**config.mk**
```make
export PLATFORM = sky130hd
export DESIGN_NAME = linear_interp_resampler_unit
export DESIGN_NICKNAME = d
export VERILOG_FILES = /design/src/hdl/lir_pkg.sv /design/src/hdl/lir_div.sv /design/src/hdl/lir_queue.sv /design/src/hdl/lir_front.sv /design/src/hdl/lir_back.sv /design/src/hdl/linear_interp_resampler_unit.sv
export SDC_FILE = /design/constraint.sdc
export NUM_CORES = 2
export LEC_CHECK = 0
export BUFFER_PORTS_ARGS = -buffer_cell sky130_fd_sc_hd__buf_2
export CAP_MARGIN = 0
export CORE_MARGIN = 2
export CORE_UTILIZATION = 55
export DETAILED_ROUTE_END_ITERATION = 10
export PLACE_DENSITY_LB_ADDON = 0.25
export SETUP_SLACK_MARGIN = 0.15
export SYNTH_ARGS = -nofsm -noshare
export SYNTH_HDL_FRONTEND = slang
export SYNTH_SLANG_ARGS = --single-unit
```
**constraint.sdc**
```tcl
create_clock -name i_clk -period 7 [get_ports i_clk]
set_input_delay 0.7 -clock i_clk [delete_from_list [all_inputs] [get_ports i_clk]]
set_output_delay 0.7 -clock i_clk [all_outputs]
set_load 0.02 [all_outputs]
```
**src/hdl/lir_pkg.sv**
```systemverilog
`timescale 1ns / 1ps
// Shared widths, constants and word types of the linear interpolation resampler.
package lir_pkg;

    localparam int SMP_W        = 24;
    localparam int RATE_W       = 18;
    localparam int S_W          = 17;
    localparam int FRAC_W       = 16;
    localparam int CNT_W        = 20;
    localparam int STEP_W       = S_W + FRAC_W;
    localparam int ACC_W        = STEP_W + 1;
    localparam int PROD_W       = S_W + RATE_W;

    localparam int MAX_FRAMES   = 65536;
    localparam int MAX_UPSAMPLE = 8;
    localparam int MAX_RESULTS  = 16;
    localparam int QUEUE_DEPTH  = 2;

    localparam int N_W          = $clog2(MAX_RESULTS + 1);
    localparam int UPS_W        = $clog2(MAX_UPSAMPLE + 1);
    localparam int LIM_W        = RATE_W + UPS_W;
    localparam int FRAMES_CAP   = (MAX_FRAMES > 2**S_W - 1) ? 2**S_W - 1 : MAX_FRAMES;

    localparam logic [CNT_W-1:0]  COUNT_MAX  = {CNT_W{1'b1}};
    localparam logic [RATE_W-1:0] RATE_RESET = RATE_W'(48000);

    localparam int CFG_W = 2;
    localparam logic [CFG_W-1:0] CFG_SOURCE_RATE   = 2'd0;
    localparam logic [CFG_W-1:0] CFG_TARGET_RATE   = 2'd1;
    localparam logic [CFG_W-1:0] CFG_SOURCE_FRAMES = 2'd2;

    typedef enum logic [1:0] {
        MODE_INTERP = 2'd0,
        MODE_PASS   = 2'd1,
        MODE_REJECT = 2'd2
    } t_mode;

    typedef struct packed {
        logic signed [SMP_W-1:0] left_in;
        logic signed [SMP_W-1:0] right_in;
    } t_in_word;

    typedef struct packed {
        logic signed [SMP_W-1:0] left_out;
        logic signed [SMP_W-1:0] right_out;
        logic                    last_of_clip;
        logic                    status;
    } t_out_word;

    // one classified source frame, with the settings of its clip
    typedef struct packed {
        t_in_word           word;
        logic [S_W-1:0]     k;
        logic               last_frame;
        t_mode              mode;
        logic [CNT_W-1:0]   t_count;
        logic [STEP_W-1:0]  step;
    } t_entry;

endpackage

```
**src/hdl/lir_div.sv**
```systemverilog
`timescale 1ns / 1ps
// Restoring divider, one quotient bit per cycle, shared by the clip setup.
module lir_div import lir_pkg::*; (
    input  logic              i_clk,
    input  logic              i_rst_n,
    input  logic              i_start,
    input  logic [PROD_W-1:0] i_dividend,
    input  logic [CNT_W-1:0]  i_divisor,
    output logic              o_done,
    output logic [PROD_W-1:0] o_quotient
);

    localparam int ITER_W = $clog2(PROD_W + 1);

    logic              r_busy;
    logic              r_done;
    logic [ITER_W-1:0] r_iter;
    logic [PROD_W-1:0] r_quo;
    logic [CNT_W-1:0]  r_rem;
    logic [CNT_W-1:0]  r_div;

    logic [CNT_W:0]    trial;
    logic              take;
    logic [CNT_W-1:0]  n_rem;

    always_comb begin
        trial = {r_rem, r_quo[PROD_W-1]};
        take  = (trial >= {1'b0, r_div});
        n_rem = take ? CNT_W'(trial - {1'b0, r_div}) : trial[CNT_W-1:0];
    end

    always_ff @(posedge i_clk) begin
        if (!i_rst_n) begin
            r_busy <= 1'b0;
            r_done <= 1'b0;
            r_iter <= '0;
        end else begin
            r_done <= 1'b0;
            if (i_start && !r_busy) begin
                r_busy <= 1'b1;
                r_iter <= ITER_W'(PROD_W);
            end else if (r_busy) begin
                r_iter <= r_iter - 1'b1;
                if (r_iter == ITER_W'(1)) begin
                    r_busy <= 1'b0;
                    r_done <= 1'b1;
                end
            end
        end
    end

    always_ff @(posedge i_clk) begin
        if (i_start && !r_busy) begin
            r_quo <= i_dividend;
            r_rem <= '0;
            r_div <= i_divisor;
        end else if (r_busy) begin
            r_quo <= {r_quo[PROD_W-2:0], take};
            r_rem <= n_rem;
        end
    end

    assign o_done     = r_done;
    assign o_quotient = r_quo;

endmodule

```
**src/hdl/lir_queue.sv**
```systemverilog
`timescale 1ns / 1ps
// Small FIFO of classified frames between the front and back ends.
module lir_queue import lir_pkg::*; #(
    parameter int DEPTH = QUEUE_DEPTH
) (
    input  logic   i_clk,
    input  logic   i_rst_n,
    input  logic   i_push,
    input  t_entry i_data,
    output logic   o_space,
    input  logic   i_pop,
    output logic   o_valid,
    output t_entry o_data
);

    localparam int PTR_W = (DEPTH > 1) ? $clog2(DEPTH) : 1;
    localparam int QC_W  = $clog2(DEPTH + 1);

    t_entry           r_mem [DEPTH];
    logic [PTR_W-1:0] r_wr_ptr;
    logic [PTR_W-1:0] r_rd_ptr;
    logic [QC_W-1:0]  r_count;

    always_ff @(posedge i_clk) begin
        if (!i_rst_n) begin
            r_wr_ptr <= '0;
            r_rd_ptr <= '0;
            r_count  <= '0;
        end else begin
            if (i_push) begin
                r_wr_ptr <= (r_wr_ptr == PTR_W'(DEPTH - 1)) ? '0 : r_wr_ptr + 1'b1;
            end
            if (i_pop) begin
                r_rd_ptr <= (r_rd_ptr == PTR_W'(DEPTH - 1)) ? '0 : r_rd_ptr + 1'b1;
            end
            if (i_push && !i_pop) begin
                r_count <= r_count + 1'b1;
            end else if (i_pop && !i_push) begin
                r_count <= r_count - 1'b1;
            end
        end
    end

    always_ff @(posedge i_clk) begin
        if (i_push) begin
            r_mem[r_wr_ptr] <= i_data;
        end
    end

    assign o_space = (r_count != QC_W'(DEPTH));
    assign o_valid = (r_count != '0);
    assign o_data  = r_mem[r_rd_ptr];

`ifndef SYNTH
    a_no_overflow: assert property (@(posedge i_clk) disable iff (!i_rst_n)
        i_push |-> (r_count != QC_W'(DEPTH) || i_pop))
        else $error("queue written while full");
    a_no_underflow: assert property (@(posedge i_clk) disable iff (!i_rst_n)
        i_pop |-> (r_count != '0))
        else $error("queue read while empty");
`endif

endmodule

```
**src/hdl/lir_front.sv**
```systemverilog
`timescale 1ns / 1ps
// Front end: register file, clip setup with shared divider, frame classification.
module lir_front import lir_pkg::*; (
    input  logic              i_clk,
    input  logic              i_rst_n,
    input  logic              i_cfg_valid,
    output logic              o_cfg_ready,
    input  logic [CFG_W-1:0]  i_cfg_index,
    input  logic [RATE_W-1:0] i_cfg_data,
    input  logic              i_in_valid,
    output logic              o_in_ready,
    input  t_in_word          i_in_word,
    output logic              o_push,
    output t_entry            o_entry,
    input  logic              i_space
);

    typedef enum logic [4:0] {
        F_IDLE  = 5'b00001,
        F_SETUP = 5'b00010,
        F_DIV_T = 5'b00100,
        F_DIV_S = 5'b01000,
        F_PUSH  = 5'b10000
    } t_fstate;

    t_fstate           r_state, n_state;
    logic [RATE_W-1:0] r_src_rate;
    logic [RATE_W-1:0] r_tgt_rate;
    logic [S_W-1:0]    r_src_frames;
    logic [S_W-1:0]    r_frames_in;
    logic [S_W-1:0]    r_clip_frames;
    t_mode             r_mode;
    logic [RATE_W-1:0] r_sr;
    logic [RATE_W-1:0] r_tr;
    logic [CNT_W-1:0]  r_t;
    logic [STEP_W-1:0] r_step;
    t_in_word          r_word;

    logic              first_in;
    logic              accept;
    logic [RATE_W-1:0] sr_eff, tr_eff;
    logic [S_W-1:0]    s_eff;
    logic [LIM_W-1:0]  up_lim;
    t_mode             mode_new;
    logic [S_W:0]      k_next;
    logic              last;
    logic [PROD_W-1:0] prod;
    logic              div_start, div_done;
    logic [PROD_W-1:0] div_dividend, div_quo;
    logic [CNT_W-1:0]  div_divisor;
    logic [CNT_W-1:0]  t_sat;

    always_comb begin
        first_in   = (r_frames_in == '0);
        o_in_ready = (r_state == F_IDLE) && (first_in || i_space);
        accept     = i_in_valid && o_in_ready;

        sr_eff = (r_src_rate == '0) ? RATE_W'(1) : r_src_rate;
        tr_eff = (r_tgt_rate == '0) ? RATE_W'(1) : r_tgt_rate;
        if (r_src_frames == '0) begin
            s_eff = S_W'(1);
        end else if (r_src_frames > S_W'(FRAMES_CAP)) begin
            s_eff = S_W'(FRAMES_CAP);
        end else begin
            s_eff = r_src_frames;
        end
        up_lim = LIM_W'(sr_eff) * LIM_W'(MAX_UPSAMPLE);
        if (LIM_W'(tr_eff) > up_lim) begin
            mode_new = MODE_REJECT;
        end else if (tr_eff == sr_eff) begin
            mode_new = MODE_PASS;
        end else begin
            mode_new = MODE_INTERP;
        end

        k_next = {1'b0, r_frames_in} + 1'b1;
        last   = (k_next >= {1'b0, r_clip_frames});

        prod  = {{RATE_W{1'b0}}, r_clip_frames} * {{S_W{1'b0}}, r_tr};
        t_sat = (div_quo > PROD_W'(COUNT_MAX)) ? COUNT_MAX : div_quo[CNT_W-1:0];

        // frame count division first, then position step
        div_start = ((r_state == F_SETUP) && (r_mode == MODE_INTERP))
                 || ((r_state == F_DIV_T) && div_done && (t_sat >= CNT_W'(2)));
        if (r_state == F_SETUP) begin
            div_dividend = prod;
            div_divisor  = CNT_W'(r_sr);
        end else begin
            div_dividend = PROD_W'({r_clip_frames, FRAC_W'(0)});
            div_divisor  = t_sat - 1'b1;
        end

        o_push = ((r_state == F_IDLE) && accept && !first_in)
              || ((r_state == F_PUSH) && i_space);
        o_entry.word       = (r_state == F_PUSH) ? r_word : i_in_word;
        o_entry.k          = r_frames_in;
        o_entry.last_frame = last;
        o_entry.mode       = r_mode;
        o_entry.t_count    = r_t;
        o_entry.step       = r_step;
    end

    always_comb begin
        n_state = r_state;
        unique case (r_state)
            F_IDLE: begin
                if (accept && first_in) begin
                    n_state = F_SETUP;
                end
            end
            F_SETUP: begin
                n_state = (r_mode == MODE_INTERP) ? F_DIV_T : F_PUSH;
            end
            F_DIV_T: begin
                if (div_done) begin
                    n_state = (t_sat >= CNT_W'(2)) ? F_DIV_S : F_PUSH;
                end
            end
            F_DIV_S: begin
                if (div_done) begin
                    n_state = F_PUSH;
                end
            end
            F_PUSH: begin
                if (i_space) begin
                    n_state = F_IDLE;
                end
            end
            default: n_state = F_IDLE;
        endcase
    end

    always_ff @(posedge i_clk) begin
        if (!i_rst_n) begin
            r_state       <= F_IDLE;
            r_src_rate    <= RATE_RESET;
            r_tgt_rate    <= RATE_RESET;
            r_src_frames  <= S_W'(1);
            r_frames_in   <= '0;
            r_clip_frames <= S_W'(1);
            r_mode        <= MODE_PASS;
        end else begin
            r_state <= n_state;
            if (i_cfg_valid) begin
                unique case (i_cfg_index)
                    CFG_SOURCE_RATE:   r_src_rate   <= i_cfg_data;
                    CFG_TARGET_RATE:   r_tgt_rate   <= i_cfg_data;
                    CFG_SOURCE_FRAMES: r_src_frames <= i_cfg_data[S_W-1:0];
                    default: ;
                endcase
            end
            if (accept && first_in) begin
                r_clip_frames <= s_eff;
                r_mode        <= mode_new;
            end
            if (o_push) begin
                r_frames_in <= last ? '0 : k_next[S_W-1:0];
            end
        end
    end

    always_ff @(posedge i_clk) begin
        if (accept && first_in) begin
            r_word <= i_in_word;
            r_sr   <= sr_eff;
            r_tr   <= tr_eff;
        end
        if ((r_state == F_DIV_T) && div_done) begin
            r_t <= t_sat;
            if (t_sat < CNT_W'(2)) begin
                r_step <= '0;
            end
        end
        if ((r_state == F_DIV_S) && div_done) begin
            r_step <= div_quo[STEP_W-1:0];
        end
    end

    assign o_cfg_ready = 1'b1;

    lir_div u_div (
        .i_clk      (i_clk),
        .i_rst_n    (i_rst_n),
        .i_start    (div_start),
        .i_dividend (div_dividend),
        .i_divisor  (div_divisor),
        .o_done     (div_done),
        .o_quotient (div_quo)
    );

`ifndef SYNTH
    a_div_waited: assert property (@(posedge i_clk) disable iff (!i_rst_n)
        div_done |-> (r_state == F_DIV_T || r_state == F_DIV_S))
        else $error("divider finished with no setup waiting on it");
`endif

endmodule

```
**src/hdl/lir_back.sv**
```systemverilog
`timescale 1ns / 1ps
// Back end: walks output positions per frame, blends; an interp frame gives one result per cycle while ready.
module lir_back import lir_pkg::*; (
    input  logic      i_clk,
    input  logic      i_rst_n,
    input  logic      i_valid,
    input  t_entry    i_entry,
    output logic      o_pop,
    output logic      o_out_valid,
    input  logic      i_out_ready,
    output t_out_word o_out_word
);

    localparam int BL_W = SMP_W + FRAC_W + 2;
    localparam logic signed [BL_W-1:0] HALF = BL_W'(2**(FRAC_W - 1));

    logic                    r_busy;
    t_entry                  r_e;
    logic signed [SMP_W-1:0] r_prev_l, r_prev_r;
    logic signed [SMP_W:0]   r_dl, r_dr;
    logic [CNT_W-1:0]        r_fo;
    logic [ACC_W-1:0]        r_acc;
    logic [N_W-1:0]          r_n;
    logic                    r_ovalid;
    t_out_word               r_out;

    logic                    load, interp, room, more, emit, finish, at_pos;
    logic [ACC_W-1:0]        kpos;
    logic [FRAC_W-1:0]       frac;
    logic signed [BL_W-1:0]  prod_l, prod_r, sum_l, sum_r;
    t_out_word               n_out;

    always_comb begin
        load   = !r_busy && i_valid;
        interp = (r_e.mode == MODE_INTERP);
        kpos   = ACC_W'({r_e.k, FRAC_W'(0)});
        room   = !r_ovalid || i_out_ready;
        // next output owed now unless past a non-final frame, target count met or result cap hit
        more   = (r_fo < r_e.t_count) && (r_n < N_W'(MAX_RESULTS))
              && (r_e.last_frame || (r_acc <= kpos));
        emit   = r_busy && room && (!interp || more);
        finish = r_busy && (interp ? !more : room);
        at_pos = (r_acc >= kpos);

        frac   = r_acc[FRAC_W-1:0];
        prod_l = r_dl * $signed({1'b0, frac});
        prod_r = r_dr * $signed({1'b0, frac});
        sum_l  = prod_l + (BL_W'(r_prev_l) <<< FRAC_W) + HALF;
        sum_r  = prod_r + (BL_W'(r_prev_r) <<< FRAC_W) + HALF;

        n_out.left_out     = r_e.word.left_in;
        n_out.right_out    = r_e.word.right_in;
        n_out.last_of_clip = r_e.last_frame;
        n_out.status       = 1'b0;
        if (r_e.mode == MODE_REJECT) begin
            n_out.left_out  = '0;
            n_out.right_out = '0;
            n_out.status    = 1'b1;
        end else if (interp) begin
            if (!at_pos) begin
                n_out.left_out  = sum_l[FRAC_W +: SMP_W];
                n_out.right_out = sum_r[FRAC_W +: SMP_W];
            end
            n_out.last_of_clip = (({1'b0, r_fo} + 1'b1) == {1'b0, r_e.t_count});
        end
    end

    always_ff @(posedge i_clk) begin
        if (!i_rst_n) begin
            r_busy   <= 1'b0;
            r_ovalid <= 1'b0;
            r_fo     <= '0;
            r_acc    <= '0;
            r_n      <= '0;
            r_prev_l <= '0;
            r_prev_r <= '0;
        end else begin
            r_ovalid <= emit || (r_ovalid && !i_out_ready);
            if (load) begin
                r_busy <= 1'b1;
                r_n    <= '0;
                if (i_entry.k == '0) begin
                    r_fo  <= '0;
                    r_acc <= '0;
                end
            end
            if (emit && interp) begin
                r_acc <= r_acc + ACC_W'(r_e.step);
                r_fo  <= r_fo + 1'b1;
                r_n   <= r_n + 1'b1;
            end
            if (finish) begin
                r_busy   <= 1'b0;
                r_prev_l <= r_e.word.left_in;
                r_prev_r <= r_e.word.right_in;
            end
        end
    end

    always_ff @(posedge i_clk) begin
        if (load) begin
            r_e  <= i_entry;
            r_dl <= (SMP_W + 1)'(i_entry.word.left_in) - (SMP_W + 1)'(r_prev_l);
            r_dr <= (SMP_W + 1)'(i_entry.word.right_in) - (SMP_W + 1)'(r_prev_r);
        end
        if (emit) begin
            r_out <= n_out;
        end
    end

    assign o_pop       = load;
    assign o_out_valid = r_ovalid;
    assign o_out_word  = r_out;

`ifndef SYNTH
    a_result_cap: assert property (@(posedge i_clk) disable iff (!i_rst_n)
        r_busy |-> (r_n <= N_W'(MAX_RESULTS)))
        else $error("more results than allowed for one frame");
    a_count_cap: assert property (@(posedge i_clk) disable iff (!i_rst_n)
        (r_busy && r_e.mode == MODE_INTERP) |-> (r_fo <= r_e.t_count))
        else $error("clip emitted beyond its target length");
`endif

endmodule

```
**src/hdl/linear_interp_resampler_unit.sv**
```systemverilog
`timescale 1ns / 1ps
// A clip's first word passes the setup state, its divisions (none for pass or
// reject, one when under two results are owed, else two) and the push state to reach the queue;
// other words reach it when accepted. The back end loads a word into its entry register, then registers each result.
// Throughput: the back end loads a new word only once it is done with the last, and its one
// blend datapath gives 1 result/cycle while an interpolated word is owed results and the output is ready.
// Reset: synchronous, active low; clears counters and handshakes, rates 48000, clip length 1.
module linear_interp_resampler_unit import lir_pkg::*; #(
    parameter int Q_DEPTH = QUEUE_DEPTH
) (
    input  logic              i_clk,
    input  logic              i_rst_n,
    input  logic              i_cfg_valid,
    output logic              o_cfg_ready,
    input  logic [CFG_W-1:0]  i_cfg_index,
    input  logic [RATE_W-1:0] i_cfg_data,
    input  logic              i_in_valid,
    output logic              o_in_ready,
    input  t_in_word          i_in_word,
    output logic              o_out_valid,
    input  logic              i_out_ready,
    output t_out_word         o_out_word
);

    logic   q_push, q_space, q_pop, q_valid;
    t_entry q_wdata, q_rdata;

    lir_front u_front (
        .i_clk       (i_clk),
        .i_rst_n     (i_rst_n),
        .i_cfg_valid (i_cfg_valid),
        .o_cfg_ready (o_cfg_ready),
        .i_cfg_index (i_cfg_index),
        .i_cfg_data  (i_cfg_data),
        .i_in_valid  (i_in_valid),
        .o_in_ready  (o_in_ready),
        .i_in_word   (i_in_word),
        .o_push      (q_push),
        .o_entry     (q_wdata),
        .i_space     (q_space)
    );

    lir_queue #(
        .DEPTH (Q_DEPTH)
    ) u_queue (
        .i_clk   (i_clk),
        .i_rst_n (i_rst_n),
        .i_push  (q_push),
        .i_data  (q_wdata),
        .o_space (q_space),
        .i_pop   (q_pop),
        .o_valid (q_valid),
        .o_data  (q_rdata)
    );

    lir_back u_back (
        .i_clk       (i_clk),
        .i_rst_n     (i_rst_n),
        .i_valid     (q_valid),
        .i_entry     (q_rdata),
        .o_pop       (q_pop),
        .o_out_valid (o_out_valid),
        .i_out_ready (i_out_ready),
        .o_out_word  (o_out_word)
    );

endmodule

```
==> results.txt <==
TritonCTS built the clock tree. In this run, the combinational gates consume 45.6% of the power. The height of the chip is 386 µm.

The biggest fanout along the worst timing path works out to 7. Setup repair after global routing could not meet its margin everywhere. The tools report the wire length of the first global-routing pass as 318000 µm. The DRC violation count after routing is 0, and the worst voltage drop across the vdd grid is 214 µV. Global routing finished with a remaining overflow of 0. Cells with a size suffix above 1 make up 11.6% of the layout. The detailed router placed 55700 vias in this run.

Routability-driven placement finished with a final weighted congestion of 0.924. The worst path uses 95.0% of the clock period. Routed length per instance: 19.7 µm. The multi-input combinational cells in the finished layout cover a total of 48900 µm². Net switching share of the total power: 40.8%. The via count of the first global-routing pass came out at 58800.

0 antenna diodes ended up in the layout. The die covers 149000 µm². The path class of the tightest hold or removal check is primary input to register.

The initial antenna violation count is 4, and the total routed wirelength is 200000 µm. The effective utilization at floorplan is 55.2%. For the final routed database, the setup TNS stands at 0 ns.

The tools report the number of max-slew violations in the final report as 0. For the setup violation total in the final timing report, the log shows 0. Of all cell types, the one taking the most synthesized area is fa_1.

Share of the synthesized area in the top cell type: 26.6%. The most common cell in the synthesized netlist is inv_1. The storage element area came out at 24500 µm². The tools report the worst max-slew margin expressed relative to the limit as 19.0%.

The number of standard-cell rows in the floorplan is 140, and the async set or reset register ratio after synthesis is 0%. The synthesized design contains 655 enable-type register cells. The quantity of I/O buffers inserted on ports works out to 124. Using the TritonRoute via totals, the vias-per-cell ratio works out to 5.49. The run finished with clean final reports.

The logs give 32.6% for the sequential share of power and 3972 for the number of violations reported at the end of detailed-routing iteration 0. The internal portion of the total power is 13800 µW. The cell count of the worst reg-to-reg path is 24.

The tools report the type of element launching the critical path as a register. The CTS buffer count was 94. In this run the horizontal extent of the chip is 386 µm. The average instance in the mapped netlist occupies 10.1 µm².

For the power dissipated by switching net loads, the log shows 9520 µW. Once placement finished, the instance area stood at 83700 µm². The worst endpoint required time was 7.48 ns. The analysis attributes to cell leakage a power of 0.0408 µW. The run gives 3 as the maximum level of the CTS H-tree. The first TritonRoute pass finished after 6 iterations.

Once detailed placement completed, the half-perimeter wirelength came to 154000 µm. Number of cells on the worst hold path: 1. The final net count is 9775, and the post-detailed-route count of antenna-violating nets is 0. The run gives 9592 as the number of nets produced by synthesis. The fraction of power consumed by the clock network is 21.7%.

Count of endpoints failing hold in the final timing report: 0. Counting instances in the post-synthesis netlist gives the leading cell types as inv_1, fa_1, nand2_1. The pin slew with the least headroom to its limit works out to 1.22 ns. After routing the design area is 88300 µm².

The run gives 7954 as the number of cells produced by synthesis. The worst setup path is captured at a register. The clock net in this run drives a total of 891 sinks. The time the final worst path needs with I/O delays and setup was 6.65 ns; the number of max-capacitance violations reported was 0. In this run the cell area of the synthesized design comes to 80100 µm². The maximum buffer depth of the clock tree was 3; the number of warnings reported in the yosys synthesis log was 0. The data arrival at the endpoint of the critical path is 7.13 ns. Slack of the worst reg-to-reg path: 0.35 ns. Class of the most critical setup path: register to register.

The leading register cell type out of synthesis was edfxtp_1. After clock tree synthesis, the clock-pin slew on the worst setup and hold paths is 0.06 ns. Dividing total power by cell area gives a power density of 264 nW/µm².

The clock arrives with 0.0821 ns of skew. The core area came out at 145000 µm². At the later pin of the worst-skew pair, clock insertion delay measures 0.73 ns. Relative to the synthesized area, the layout overhead comes to 10.3%. The root buffer cell chosen for the clock tree is clkbuf_16.

Counting flops and latches in the post-synthesis netlist gives 891. The run gives 27.4% as the global-route total usage across every layer. Entering global routing, the biggest net connects 122 pins.

By area the synthesized netlist is led by fa_1, edfxtp_1, ha_1. The sequential-to-total area share from yosys stat is 30.5%, and the number of library cell types mapped by synthesis is 93. The peak clock frequency supported by timing is 150 MHz, and the number of fill cells in the layout is 12000.

The top-level I/O count is 126.
[power groups by stage]
stage	registers (µW)	clock network, µW	logic (µW)
after floorplan	7460	0	6820
after global placement	8000	0	9480
after detailed placement	8020	0	9730
after CTS	7810	5160	10000
after global routing	7680	5370	11900
final	7620	5080	10700
[through the flow]
stage / instances / setup WS (ns) / hold WS [ns] / power [µW] / utilization (%)
after floorplan: 7954 / 0.543 / 0.421 / 14300 / -
after global placement: 9850 / -0.00290 / 0.423 / 17500 / 57.7
after detailed placement: 9850 / -0.0702 / 0.431 / 17800 / 57.7
after CTS: 10100 / 0.156 / 0.116 / 23000 / 60.1
after global routing: 10100 / 0.0916 / 0.139 / 25000 / 60.9
final: 10100 / 0.348 / 0.175 / 23300 / 60.9
[flip-flops by register name, summed over array words and instances, names as in the netlist, 24 cells and up, named ones only]
signal	flops
u_queue.r_mem	242
u_back.r_e	104
u_back.o_out_word	50
u_front.r_word	48
u_front.u_div.o_quotient	35
u_back.r_acc	34
u_front.r_step	33
u_back.r_dl	25
u_back.r_dr	25
u_back.r_prev_l	24
u_back.r_prev_r	24
[final cells by class]
class	instances	area share, %
Sequential cell	891	27.7
Clock inverter	53	0.658
Tap cell	1917	2.72
Inverter	1557	6.63
Timing Repair Buffer	458	4.00
Clock buffer	123	2.92
Multi-Input combinational cell	5135	55.4
[kinds of logic (layout without fill, tap and decap cells)]
logic type / after synthesis / after routing / share of synthesized area [%]
compound gates: 842 / 842 / 6.46
xor+xnor: 269 / 269 / 2.94
fa+ha+maj: 1566 / 1566 / 34.4
buf+inv: 1928 / 2191 / 9.08
flops: 891 / 891 / 30.5
mux: 188 / 188 / 2.63
other cells: 1 / 1 / 0.00468
simple gates: 2269 / 2269 / 14.0
[repair_timing]
item / CTS / global route
pin swaps: 0 / 56
resized for setup: 11 / 121
hold buffers: 0 / 0
cloned: 0 / 0
setup buffers: 35 / 73
setup endpoints to repair: 22 / 35
[critical path: stages (launching register included)]
cell	delay (ns)
edfxtp_1	0.40
buf_6	0.16
and2_4	0.16
fa_1	0.54
inv_2	0.04
fa_1	0.56
fa_1	0.44
fa_1	0.51
inv_2	0.04
fa_1	0.47
fa_1	0.52
ha_4	0.30
nand4_1	0.19
nor2_2	0.25
a2111oi_4	0.05
buf_4	0.18
nor4_4	0.29
nor2_1	0.08
buf_4	0.16
o31a_1	0.29
o21ai_2	0.16
o21a_1	0.20
buf_6	0.12
o21ai_2	0.05
a211o_1	0.25
[final timing paths]
check / start / endpoint
setup / recovery: u_back.r_dr[6] / u_back.o_out_word[25]
hold / removal: i_in_word[10] / u_front.r_word[10]
setup reg to reg: u_back.r_dr[6] / u_back.o_out_word[25]
hold reg to reg: u_front.r_step[25] / u_queue.r_mem[1][25]
[layout by cell type (no fill, tap or decap), types with 18 or more instances in the layout]
master / Yosys / routed
a211oi_1: 27 / 26
a21o_1: 78 / 78
a21oi_1: 305 / 300
a22o_1: 18 / 18
a31oi_1: 27 / 22
and2_1: 577 / 564
and3_1: 59 / 58
buf_12: 0 / 27
buf_2: 9 / 125
buf_4: 1 / 286
buf_6: 2 / 19
clkbuf_1: 344 / 18
clkbuf_16: 0 / 95
dfxtp_1: 236 / 212
edfxtp_1: 655 / 655
fa_1: 1063 / 1058
ha_1: 502 / 490
inv_1: 1555 / 1550
mux2_2: 180 / 180
nand2_1: 953 / 951
nand2b_1: 38 / 37
nand3_1: 163 / 160
nand4_1: 46 / 46
nor2_1: 202 / 196
nor2b_1: 35 / 32
nor3_1: 51 / 48
nor4_1: 36 / 34
o21a_1: 30 / 30
o21ai_0: 189 / 178
o21bai_1: 21 / 21
o31ai_1: 25 / 25
or2_2: 26 / 26
or3_1: 23 / 22
xnor2_1: 186 / 186
xor2_1: 83 / 82
[metal layers]
| metal | up-vias | track usage (%) | wire [µm] |
|---|---|---|---|
| met2 | 1571 | 48.8 | 103000 |
| li1 | 25500 | - | - |
| met1 | 28200 | 34.7 | 79600 |
| met5 | - | 0 | 26 |
| met3 | 419 | 2.78 | 9610 |
| met4 | 4 | 10.0 | 7730 |
No activity file was read; power rests on OpenSTA's default activity.
